$ cat config.mk
export PLATFORM = sky130hd
export DESIGN_NAME = elapsed_timer_bank_top_flat
export DESIGN_NICKNAME = d
export VERILOG_FILES = /design/src/design/etb_pkg.sv /design/src/design/etb_cmd_if.sv /design/src/design/etb_rsp_if.sv /design/src/design/elapsed_timer_bank_top.sv /design/src/flat_wrapper.sv
export SDC_FILE = /design/constraint.sdc
export NUM_CORES = 1
export LEC_CHECK = 0
export BUFFER_PORTS_ARGS = -buffer_cell sky130_fd_sc_hd__buf_4
export CAP_MARGIN = 15
export CORE_MARGIN = 2
export CORE_UTILIZATION = 44
export DETAILED_ROUTE_END_ITERATION = 10
export GPL_TIMING_DRIVEN = 0
export PLACE_DENSITY = 0.7
export SLEW_MARGIN = 15
export SYNTH_ARGS = -nofsm -noshare
export SYNTH_HDL_FRONTEND = slang
export SYNTH_SLANG_ARGS = --single-unit
$ cat constraint.sdc
create_clock -name clk -period 8.6 [get_ports clk]
set_clock_uncertainty 0.15 [all_clocks]
set_input_delay 0.43 -clock clk [delete_from_list [all_inputs] [get_ports clk]]
set_output_delay 0.43 -clock clk [all_outputs]
set_load 0.01 [all_outputs]
$ cat src/design/etb_pkg.sv
// Package for the elapsed timer bank: command codes, gated counter states
// and the fixed field widths. It has no dependencies.
package etb_pkg;

    localparam int MODE_BITS    = 3;
    localparam int SLOT_BITS    = 3;
    localparam int ELAPSED_BITS = 16;
    localparam int VALUE_BITS   = 16;
    localparam int STATE_BITS   = 2;

    // Number of counters the slot field can reach.
    localparam int SLOT_RANGE = 2 ** SLOT_BITS;

    typedef enum logic [MODE_BITS-1:0] {
        MODE_TICK       = 3'd0,
        MODE_READ_FREE  = 3'd1,
        MODE_CLEAR_FREE = 3'd2,
        MODE_READ_GATED = 3'd3,
        MODE_START      = 3'd4,
        MODE_STOP       = 3'd5,
        MODE_PAUSE      = 3'd6,
        MODE_RESUME     = 3'd7
    } mode_t;

    typedef enum logic [STATE_BITS-1:0] {
        GATE_STOPPED = 2'd0,
        GATE_RUNNING = 2'd1,
        GATE_PAUSED  = 2'd2
    } gate_state_t;

endpackage

$ cat src/design/etb_cmd_if.sv
// Command channel of the elapsed timer bank: valid/ready plus one command word.
// Uses field widths from etb_pkg.
interface etb_cmd_if;
    logic                              valid;
    logic                              ready;
    logic [etb_pkg::MODE_BITS-1:0]     mode;
    logic [etb_pkg::SLOT_BITS-1:0]     slot;
    logic [etb_pkg::ELAPSED_BITS-1:0]  elapsed;

    modport source (output valid, output mode, output slot, output elapsed, input ready);
    modport sink   (input valid, input mode, input slot, input elapsed, output ready);
endinterface

$ cat src/design/etb_rsp_if.sv
// Result channel of the elapsed timer bank: valid/ready plus one result word.
// Uses field widths from etb_pkg.
interface etb_rsp_if;
    logic                            valid;
    logic                            ready;
    logic [etb_pkg::VALUE_BITS-1:0]  count_value;
    logic [etb_pkg::STATE_BITS-1:0]  gate_state;

    modport source (output valid, output count_value, output gate_state, input ready);
    modport sink   (input valid, input count_value, input gate_state, output ready);
endinterface

$ cat src/design/elapsed_timer_bank_top.sv
// Elapsed timer bank: free-running and gated elapsed-time counters.
// A command word passes through the command register, then the result register.
// Throughput: one command word per cycle while results are taken; each counter has
// its own adder, so a tick updates every counter in a single pass between those registers.
// Reset (rst_n, asynchronous, active low) clears every counter, stops every gated
// counter and empties both pipeline registers; no clearing pass is needed.
module elapsed_timer_bank_top #(
    parameter int NUM_FREE   = 8,
    parameter int NUM_GATED  = 8,
    parameter int COUNT_BITS = 16
) (
    input  logic            clk,
    input  logic            rst_n,
    etb_cmd_if.sink         cmd,
    etb_rsp_if.source       rsp
);

    // Command register stage. A word is held here until the result register
    // can take its result.
    logic                              stage_valid_reg;
    logic                              stage_valid_next;
    etb_pkg::mode_t                    stage_mode_reg;
    logic [etb_pkg::SLOT_BITS-1:0]     stage_slot_reg;
    logic [etb_pkg::ELAPSED_BITS-1:0]  stage_elapsed_reg;

    // Counter banks and gated counter states.
    logic [COUNT_BITS-1:0]  free_reg   [NUM_FREE];
    logic [COUNT_BITS-1:0]  free_next  [NUM_FREE];
    logic [COUNT_BITS-1:0]  gated_reg  [NUM_GATED];
    logic [COUNT_BITS-1:0]  gated_next [NUM_GATED];
    etb_pkg::gate_state_t   gstate_reg  [NUM_GATED];
    etb_pkg::gate_state_t   gstate_next [NUM_GATED];

    // Result register.
    logic                              out_valid_reg;
    logic                              out_valid_next;
    logic [etb_pkg::VALUE_BITS-1:0]    out_value_reg;
    logic [etb_pkg::VALUE_BITS-1:0]    out_value_next;
    etb_pkg::gate_state_t              out_gate_reg;
    etb_pkg::gate_state_t              out_gate_next;

    logic                    advance;
    logic                    cmd_accept;
    logic                    process;
    logic [NUM_FREE-1:0]     free_sel;
    logic [NUM_GATED-1:0]    gated_sel;
    logic [COUNT_BITS-1:0]   elapsed_ext;
    logic [COUNT_BITS-1:0]   read_count;

    // The result register frees up when it is empty or being drained; the command stage
    // then moves its word on; while results drain, one word per cycle goes through.
    assign advance    = !out_valid_reg || rsp.ready;
    assign cmd.ready  = !stage_valid_reg || advance;
    assign cmd_accept = cmd.valid && cmd.ready;
    assign process    = stage_valid_reg && advance;

    // The elapsed count wraps modulo 2^COUNT_BITS, so truncation is correct
    // for narrow counters and zero extension for wide ones.
    assign elapsed_ext = COUNT_BITS'(stage_elapsed_reg);

    // Slot decode. Counters beyond the reach of the slot field are never
    // addressed, and a slot beyond the bank size selects nothing.
    always_comb
    begin
        for (int i = 0; i < NUM_FREE; i++)
        begin
            free_sel[i] = (i < etb_pkg::SLOT_RANGE)
                       && (int'(stage_slot_reg) == i);
        end
        for (int i = 0; i < NUM_GATED; i++)
        begin
            gated_sel[i] = (i < etb_pkg::SLOT_RANGE)
                        && (int'(stage_slot_reg) == i);
        end
    end

    // Counter update and result formation for the word in the command stage.
    always_comb
    begin
        for (int i = 0; i < NUM_FREE; i++)
        begin
            free_next[i] = free_reg[i];
        end
        for (int i = 0; i < NUM_GATED; i++)
        begin
            gated_next[i]  = gated_reg[i];
            gstate_next[i] = gstate_reg[i];
        end
        read_count = '0;

        unique case (stage_mode_reg)
            etb_pkg::MODE_TICK:
            begin
                for (int i = 0; i < NUM_FREE; i++)
                begin
                    free_next[i] = free_reg[i] + elapsed_ext;
                end
                for (int i = 0; i < NUM_GATED; i++)
                begin
                    if (gstate_reg[i] == etb_pkg::GATE_RUNNING)
                    begin
                        gated_next[i] = gated_reg[i] + elapsed_ext;
                    end
                end
            end
            etb_pkg::MODE_READ_FREE:
            begin
                for (int i = 0; i < NUM_FREE; i++)
                begin
                    if (free_sel[i])
                    begin
                        read_count = free_reg[i];
                    end
                end
            end
            etb_pkg::MODE_CLEAR_FREE:
            begin
                for (int i = 0; i < NUM_FREE; i++)
                begin
                    if (free_sel[i])
                    begin
                        free_next[i] = '0;
                    end
                end
            end
            etb_pkg::MODE_READ_GATED:
            begin
                for (int i = 0; i < NUM_GATED; i++)
                begin
                    if (gated_sel[i])
                    begin
                        read_count = gated_reg[i];
                    end
                end
            end
            etb_pkg::MODE_START:
            begin
                // Start only takes effect on a stopped counter.
                for (int i = 0; i < NUM_GATED; i++)
                begin
                    if (gated_sel[i] && gstate_reg[i] == etb_pkg::GATE_STOPPED)
                    begin
                        gated_next[i]  = '0;
                        gstate_next[i] = etb_pkg::GATE_RUNNING;
                    end
                end
            end
            etb_pkg::MODE_STOP:
            begin
                // Stop keeps the count.
                for (int i = 0; i < NUM_GATED; i++)
                begin
                    if (gated_sel[i])
                    begin
                        gstate_next[i] = etb_pkg::GATE_STOPPED;
                    end
                end
            end
            etb_pkg::MODE_PAUSE:
            begin
                for (int i = 0; i < NUM_GATED; i++)
                begin
                    if (gated_sel[i] && gstate_reg[i] == etb_pkg::GATE_RUNNING)
                    begin
                        gstate_next[i] = etb_pkg::GATE_PAUSED;
                    end
                end
            end
            etb_pkg::MODE_RESUME:
            begin
                for (int i = 0; i < NUM_GATED; i++)
                begin
                    if (gated_sel[i] && gstate_reg[i] == etb_pkg::GATE_PAUSED)
                    begin
                        gstate_next[i] = etb_pkg::GATE_RUNNING;
                    end
                end
            end
        endcase

        // Gated modes report the addressed counter's state after the step;
        // the free modes and a slot outside the gated bank report stopped.
        out_gate_next = etb_pkg::GATE_STOPPED;
        if (stage_mode_reg != etb_pkg::MODE_TICK
            && stage_mode_reg != etb_pkg::MODE_READ_FREE
            && stage_mode_reg != etb_pkg::MODE_CLEAR_FREE)
        begin
            for (int i = 0; i < NUM_GATED; i++)
            begin
                if (gated_sel[i])
                begin
                    out_gate_next = gstate_next[i];
                end
            end
        end
        out_value_next = etb_pkg::VALUE_BITS'(read_count);
    end

    always_comb
    begin
        if (cmd_accept)
        begin
            stage_valid_next = 1'b1;
        end
        else if (advance)
        begin
            stage_valid_next = 1'b0;
        end
        else
        begin
            stage_valid_next = stage_valid_reg;
        end

        if (process)
        begin
            out_valid_next = 1'b1;
        end
        else if (rsp.ready)
        begin
            out_valid_next = 1'b0;
        end
        else
        begin
            out_valid_next = out_valid_reg;
        end
    end

    // Control and counter state.
    always_ff @(posedge clk or negedge rst_n)
    begin
        if (!rst_n)
        begin
            stage_valid_reg <= 1'b0;
            out_valid_reg   <= 1'b0;
            for (int i = 0; i < NUM_FREE; i++)
            begin
                free_reg[i] <= '0;
            end
            for (int i = 0; i < NUM_GATED; i++)
            begin
                gated_reg[i]  <= '0;
                gstate_reg[i] <= etb_pkg::GATE_STOPPED;
            end
        end
        else
        begin
            stage_valid_reg <= stage_valid_next;
            out_valid_reg   <= out_valid_next;
            if (process)
            begin
                free_reg   <= free_next;
                gated_reg  <= gated_next;
                gstate_reg <= gstate_next;
            end
        end
    end

    // Payload registers.
    always_ff @(posedge clk)
    begin
        if (cmd_accept)
        begin
            stage_mode_reg    <= etb_pkg::mode_t'(cmd.mode);
            stage_slot_reg    <= cmd.slot;
            stage_elapsed_reg <= cmd.elapsed;
        end
        if (process)
        begin
            out_value_reg <= out_value_next;
            out_gate_reg  <= out_gate_next;
        end
    end

    assign rsp.valid       = out_valid_reg;
    assign rsp.count_value = out_value_reg;
    assign rsp.gate_state  = out_gate_reg;

endmodule

$ cat src/flat_wrapper.sv
// flat-port wrapper written by rule: the top's interface ports become plain ports
module elapsed_timer_bank_top_flat 
#(
    parameter int NUM_FREE   = 8,
    parameter int NUM_GATED  = 8,
    parameter int COUNT_BITS = 16
)
  (clk, rst_n, cmd_valid, cmd_mode, cmd_slot, cmd_elapsed, cmd_ready, rsp_valid, rsp_count_value, rsp_gate_state, rsp_ready);
  etb_cmd_if cmd_i ();
  etb_rsp_if rsp_i ();
  input  logic clk;
  input  logic rst_n;
  input wire logic [$bits(cmd_i.valid)-1:0] cmd_valid;
  input wire logic [$bits(cmd_i.mode)-1:0] cmd_mode;
  input wire logic [$bits(cmd_i.slot)-1:0] cmd_slot;
  input wire logic [$bits(cmd_i.elapsed)-1:0] cmd_elapsed;
  output wire logic [$bits(cmd_i.ready)-1:0] cmd_ready;
  output wire logic [$bits(rsp_i.valid)-1:0] rsp_valid;
  output wire logic [$bits(rsp_i.count_value)-1:0] rsp_count_value;
  output wire logic [$bits(rsp_i.gate_state)-1:0] rsp_gate_state;
  input wire logic [$bits(rsp_i.ready)-1:0] rsp_ready;
  assign cmd_i.valid = cmd_valid;
  assign cmd_i.mode = cmd_mode;
  assign cmd_i.slot = cmd_slot;
  assign cmd_i.elapsed = cmd_elapsed;
  assign cmd_ready = cmd_i.ready;
  assign rsp_valid = rsp_i.valid;
  assign rsp_count_value = rsp_i.count_value;
  assign rsp_gate_state = rsp_i.gate_state;
  assign rsp_i.ready = rsp_ready;
  elapsed_timer_bank_top #(.NUM_FREE(NUM_FREE), .NUM_GATED(NUM_GATED), .COUNT_BITS(COUNT_BITS)) u_core (.clk(clk), .rst_n(rst_n), .cmd(cmd_i), .rsp(rsp_i));
endmodule
After elaboration in Yosys (flattened, before gate mapping)

Index checks and enable logic that the tools add are counted.

Add/subtract/negate cells: 16
Multiply operators: 0
Divide/modulo/power cells: 0
Magnitude comparators: 0
Equal/unequal tests: 56
Shift operators: 0
Muxes and demuxes: 88
Bitwise gates (word level): 0
Reduce and logical (&&, ||, !) cells: 63

Operators by type and width:

| kind                                                                    | number |
|---|---|
| 16-bit 2-to-1 mux                                                       | 40 |
| 128-bit case mux with 2 select lines                                    | 2 |
| 16-bit adder                                                            | 16 |
| 2-bit 2-to-1 mux                                                        | 40 |
| 16-bit case mux with 4 select lines                                     | 1 |
| 2-bit by 1-bit inequality test with 1-bit output, second input constant | 24 |
| 16-bit case mux with 2 select lines                                     | 1 |
| 4-bit AND reduction                                                     | 8 |
| 1-bit logical AND                                                       | 28 |
| 3-bit equality test, second input constant                              | 8 |
| 3-bit AND reduction                                                     | 8 |
| 2-bit by 1-bit equality test with 1-bit output, second input constant   | 8 |
| 2-bit equality test, second input constant                              | 8 |
| 2-bit logical NOT                                                       | 8 |
| 3-bit by 2-bit equality test with 1-bit output, second input constant   | 4 |
| 2-bit nonzero test                                                      | 4 |
| 3-bit by 1-bit equality test with 1-bit output, second input constant   | 2 |
| 3-bit logical NOT                                                       | 2 |
| 1-bit 2-to-1 mux                                                        | 4 |
| 3-bit by 1-bit inequality test with 1-bit output, second input constant | 1 |
| 3-bit by 2-bit inequality test with 1-bit output, second input constant | 1 |
| 3-bit nonzero test                                                      | 1 |
| 1-bit logical NOT                                                       | 2 |
| 1-bit logical OR                                                        | 2 |

Flip-flop bits (word level): 314
Bits in latches: 0
Memory bits (writable): 0
ROM bits: 0
Input port bits: 26
Output and inout port bits: 20
Logic and storage cells: 254
Memories: 0

Depth between registers and ports, before layout

Depth after elaboration: 12
Gate-level depth with buffers: 11
Gate-level depth less buffers: 11

Worst setup path before layout

Ideal clock, no wire load.

Path type: register to register
Start: reg u_core.stage_elapsed_reg (netlist bit u_core.elapsed_ext[1])
End: reg u_core.free_reg[110] in the netlist's numbering
Library setup time: 0.095 ns
Arrival time: 3.247 ns
Required time: 8.355 ns
Setup slack: 5.108 ns
Stages on the path, launching flop included: 11
Path buffers: 0
Period minus slack after synthesis: 3.492 ns
Cells stage by stage: edfxtp_1 inv_1 fa_1 nor2b_1 o21ai_0 a21oi_1 nor4b_1 o31ai_1 o311ai_0 nor3b_1 o31ai_1

Word-level cells in the longest chain between the ends: 2

RTL lines:

| item                                 | RTL line                      | RTL |
|---|---|---|
| start, declared                      | elapsed_timer_bank_top.sv:24  | `logic [etb_pkg::ELAPSED_BITS-1:0] stage_elapsed_reg;` |
| start signal, assigned               | elapsed_timer_bank_top.sv:265 | `stage_elapsed_reg <= cmd.elapsed;` |
| 16-bit adder                         | elapsed_timer_bank_top.sv:96  | `free_next[i] = free_reg[i] + elapsed_ext;` |
| 128-bit case mux with 2 select lines | elapsed_timer_bank_top.sv:91  | `unique case (stage_mode_reg)` |
| end signal, assigned                 | elapsed_timer_bank_top.sv:251 | `free_reg <= free_next;` |
| end, declared                        | elapsed_timer_bank_top.sv:27  | `logic [COUNT_BITS-1:0] free_reg [NUM_FREE];` |

Every way passes these cells.
A chain may end at the register's enable or synchronous reset.

Worst setup path after layout

Same ends and word-level chain as after synthesis.

==> flow_summary.json <==
{
  "status": "finished, final reports clean",
  "ios": 46,
  "fmax_mhz": 226,
  "startpoint_type": "flop",
  "tightest_slew_ns": 1.32,
  "ant_nets": 0,
  "ys.flop_type": "dfrtp_1",
  "slew_violations": 0,
  "clk_latency_ns": 0.59,
  "cts_tree": "built",
  "final-instance-count-excl-fill": 3719,
  "start_util_pct": 44.5,
  "arrival_ns": 4.70,
  "dp_cells": 3618,
  "grt_pass1_vias": 23300,
  "core-area_sq_um": 56500,
  "reg2reg_depth": 11,
  "grt-ovfl-total": 0,
  "n_fill_cell": 5061,
  "maxCapViolCount": 0,
  "ys_seq_elements": 314,
  "cts_made_buffers": 41,
  "drc": 0,
  "grt_pass1_wl_microns": 137000,
  "ctsRootBufferMaster": "clkbuf_16",
  "finalSetupViolCount": 0,
  "ir_drop_uv": 155,
  "antenna_found_initial": 1,
  "synthTopCellsByArea": "dfrtp_1 (27%), ha_1 (12%), o21ai_0 (5.0%), edfxtp_1 (4.8%), a22o_1 (4.7%)",
  "nets": 3212,
  "vias": 24400,
  "postCtsSetupRepairBufs": 0,
  "die-height_microns": 243,
  "vias_per_cell": 6.57,
  "worstReg2RegEnd": "u_core.free_reg[110]$_DFFE_PN0P_",
  "hold_path.class": "input pin to asynchronous set/reset pin",
  "r2r_slack_ns": 4.18,
  "dpl.hpwl_microns": 67100,
  "synth_top_area_cell": "dfrtp_1",
  "fp-row-count": 87,
  "routabilityCongestion": 1.04,
  "clock-sinks": 314,
  "path_class": "flop to flop",
  "leakage_nw": 12.6,
  "synth_nets": 3074,
  "routed_wl_microns": 90600,
  "worst-path-max-fanout": 13,
  "maxSlewHeadroom_pct": 12.0,
  "grt_usage_pct": 29.9,
  "finalCriticalPeriod_ns": 4.42,
  "die_w_microns": 243,
  "holdWs_ns": 0.157,
  "avgSynthCellArea_sq_um": 9.01,
  "cts.path.max_buffers": 3,
  "hold_viol_final": 0,
  "r2r-start": "u_core.elapsed_ext[1]$_DFFE_PP_",
  "final_core_util_pct": 50.7,
  "path_clk_slew_ns": 0.07,
  "p_per_area_nw_per_um2": 271,
  "drive_gt1_share_pct": 7.80,
  "yosys_warnings": 0,
  "die-area_sq_um": 59100,
  "drt_first_pass_iters": 6,
  "diodes": 0,
  "ys_types": 78,
  "critPathRequiredTime_ns": 8.88,
  "synthesis.area_sq_um": 25100,
  "yosysSeqAreaShare_pct": 32.0,
  "synth_common_cells": "dfrtp_1 (274), nand2_1 (249), o21ai_0 (249)",
  "synth_most_common_cell": "dfrtp_1",
  "synth_edf_count": 40,
  "period_share_pct": 51.4,
  "wl_per_cell_microns": 24.4,
  "rsz0062_at_grt": "no",
  "synth_top_area_share_pct": 27.3,
  "post_cts_resized": 0,
  "ys_async_sr_fraction_pct": 87.3,
  "tns_ns": 0,
  "first_iter_violations": 2630,
  "htree_levels": 2,
  "areaGrowthSynthToFinish_pct": 13.9,
  "numPortBuffers": 45,
  "worst_setup_path_end_kind": "flop",
  "grt_start_max_net_pins": 95,
  "synth_cells": 2792
}
stage by stage:
step	worst slack, ns	power, mW	area [sq um]
2_1_floorplan	5.11	4.85	25100
3_3_place_gp	3.40	5.64	26400
3_5_place_dp	4.37	5.83	27000
4_1_cts	4.34	7.67	28600
5_1_grt	3.99	8.22	28700
6_report	4.18	7.77	28700
metal layers:
metal / part of all wire (%) / vias up / routed length (microns) / GRT usage [%]
met3: 9.3 / 366 / 8400 / 6.19
met4: 6.7 / 2 / 6090 / 18.0
li1: - / 10900 / - / -
met5: 0.024 / - / 22 / 0
met2: 44 / 1346 / 39800 / 46.2
met1: 40 / 11800 / 36300 / 38.5
cells by family (layout without fill, tap and decap cells):
kind of cell             after synthesis  count (layout)  synth area share, %
multiplexers                          60              60                 3.89
AND/OR/NAND/NOR                      802             802                 15.4
XOR/XNOR                             167             167                 5.82
AO/OA/AOI/OAI                        998             998                 26.6
flip-flops                           314             314                 32.0
buffers and inverters                195             366                 3.02
adder cells (fa/ha/maj)              256             256                 13.2
worst max-delay path by stage:
| stage | slack (ns) | cells past startpoint | endpoint | startpoint |
|---|---|---|---|---|
| floorplan | 5.11 | 10 | u_core.free_reg[110]$_DFFE_PN0P_ | u_core.elapsed_ext[1]$_DFFE_PP_ |
| global placement | 3.40 | 10 | u_core.free_reg[110]$_DFFE_PN0P_ | u_core.elapsed_ext[1]$_DFFE_PP_ |
| detailed placement | 4.37 | 11 | u_core.free_reg[110]$_DFFE_PN0P_ | u_core.elapsed_ext[1]$_DFFE_PP_ |
| CTS | 4.34 | 11 | u_core.free_reg[110]$_DFFE_PN0P_ | u_core.elapsed_ext[1]$_DFFE_PP_ |
| global route | 3.99 | 11 | u_core.free_reg[110]$_DFFE_PN0P_ | u_core.elapsed_ext[1]$_DFFE_PP_ |
| finish | 4.18 | 11 | u_core.free_reg[110]$_DFFE_PN0P_ | u_core.elapsed_ext[1]$_DFFE_PP_ |
what timing repair did:
| action | 4_1_cts | 5_1_grt |
|---|---|---|
| hold buffers | 25 | 0 |
| endpoints found under the setup margin | 0 | 0 |
| endpoints found under the hold margin | 91 | 0 |
critical path, cell delays in order (launching register included):
cell	delay, ns
edfxtp_1	0.59
buf_8	0.26
inv_1	0.56
fa_1	0.32
nor2b_1	0.06
o21ai_0	0.34
a21oi_1	0.13
nor4b_1	0.47
o31ai_1	0.24
o311ai_0	0.73
nor3b_1	0.29
o31ai_1	0.10
cell type report:
class	instances	area, sq um	share of cell area, %
Buffer	117	465	1.62
Clock buffer	52	1140	3.98
Sequential cell	314	8060	28.1
Timing Repair Buffer	95	1140	3.97
Multi-Input combinational cell	2283	16300	57.1
Inverter	78	293	1.02
Clock inverter	24	263	0.917
Tap cell	756	946	3.30
where the power goes:
group          leakage (nW)  switching, mW  internal (mW)  total, mW
clock network         0.676          0.756           1.07       1.83
logic                  7.98           2.00           1.56       3.55
registers              3.98          0.493           1.90       2.39
total                  12.6           3.25           4.53       7.77
layout by cell type (no fill, tap or decap), types with 20 or more instances in the layout:
master and n:
o21a_1 35, nor2b_1 22, dfrtp_1 274, o22ai_1 77, a22o_1 136, a21o_1 54
nand2b_1 30, ha_1 240, nor2_1 182, o211ai_1 26, buf_4 45, a31oi_1 40
and3_1 35, nor3b_1 21, buf_2 21, dlygate4sd3_1 25, xnor2_1 93, nor3_1 81
a211oi_1 23, xor2_1 74, a2111o_1 25, edfxtp_1 40, o21ai_0 249, or3_1 29
nand3_1 71, o31ai_1 39, clkbuf_1 93, nand2_1 249, a21oi_1 181, mux2i_1 20
clkbuf_16 43, mux4_2 29, inv_1 77
No activity file was read; power rests on OpenSTA's default activity.
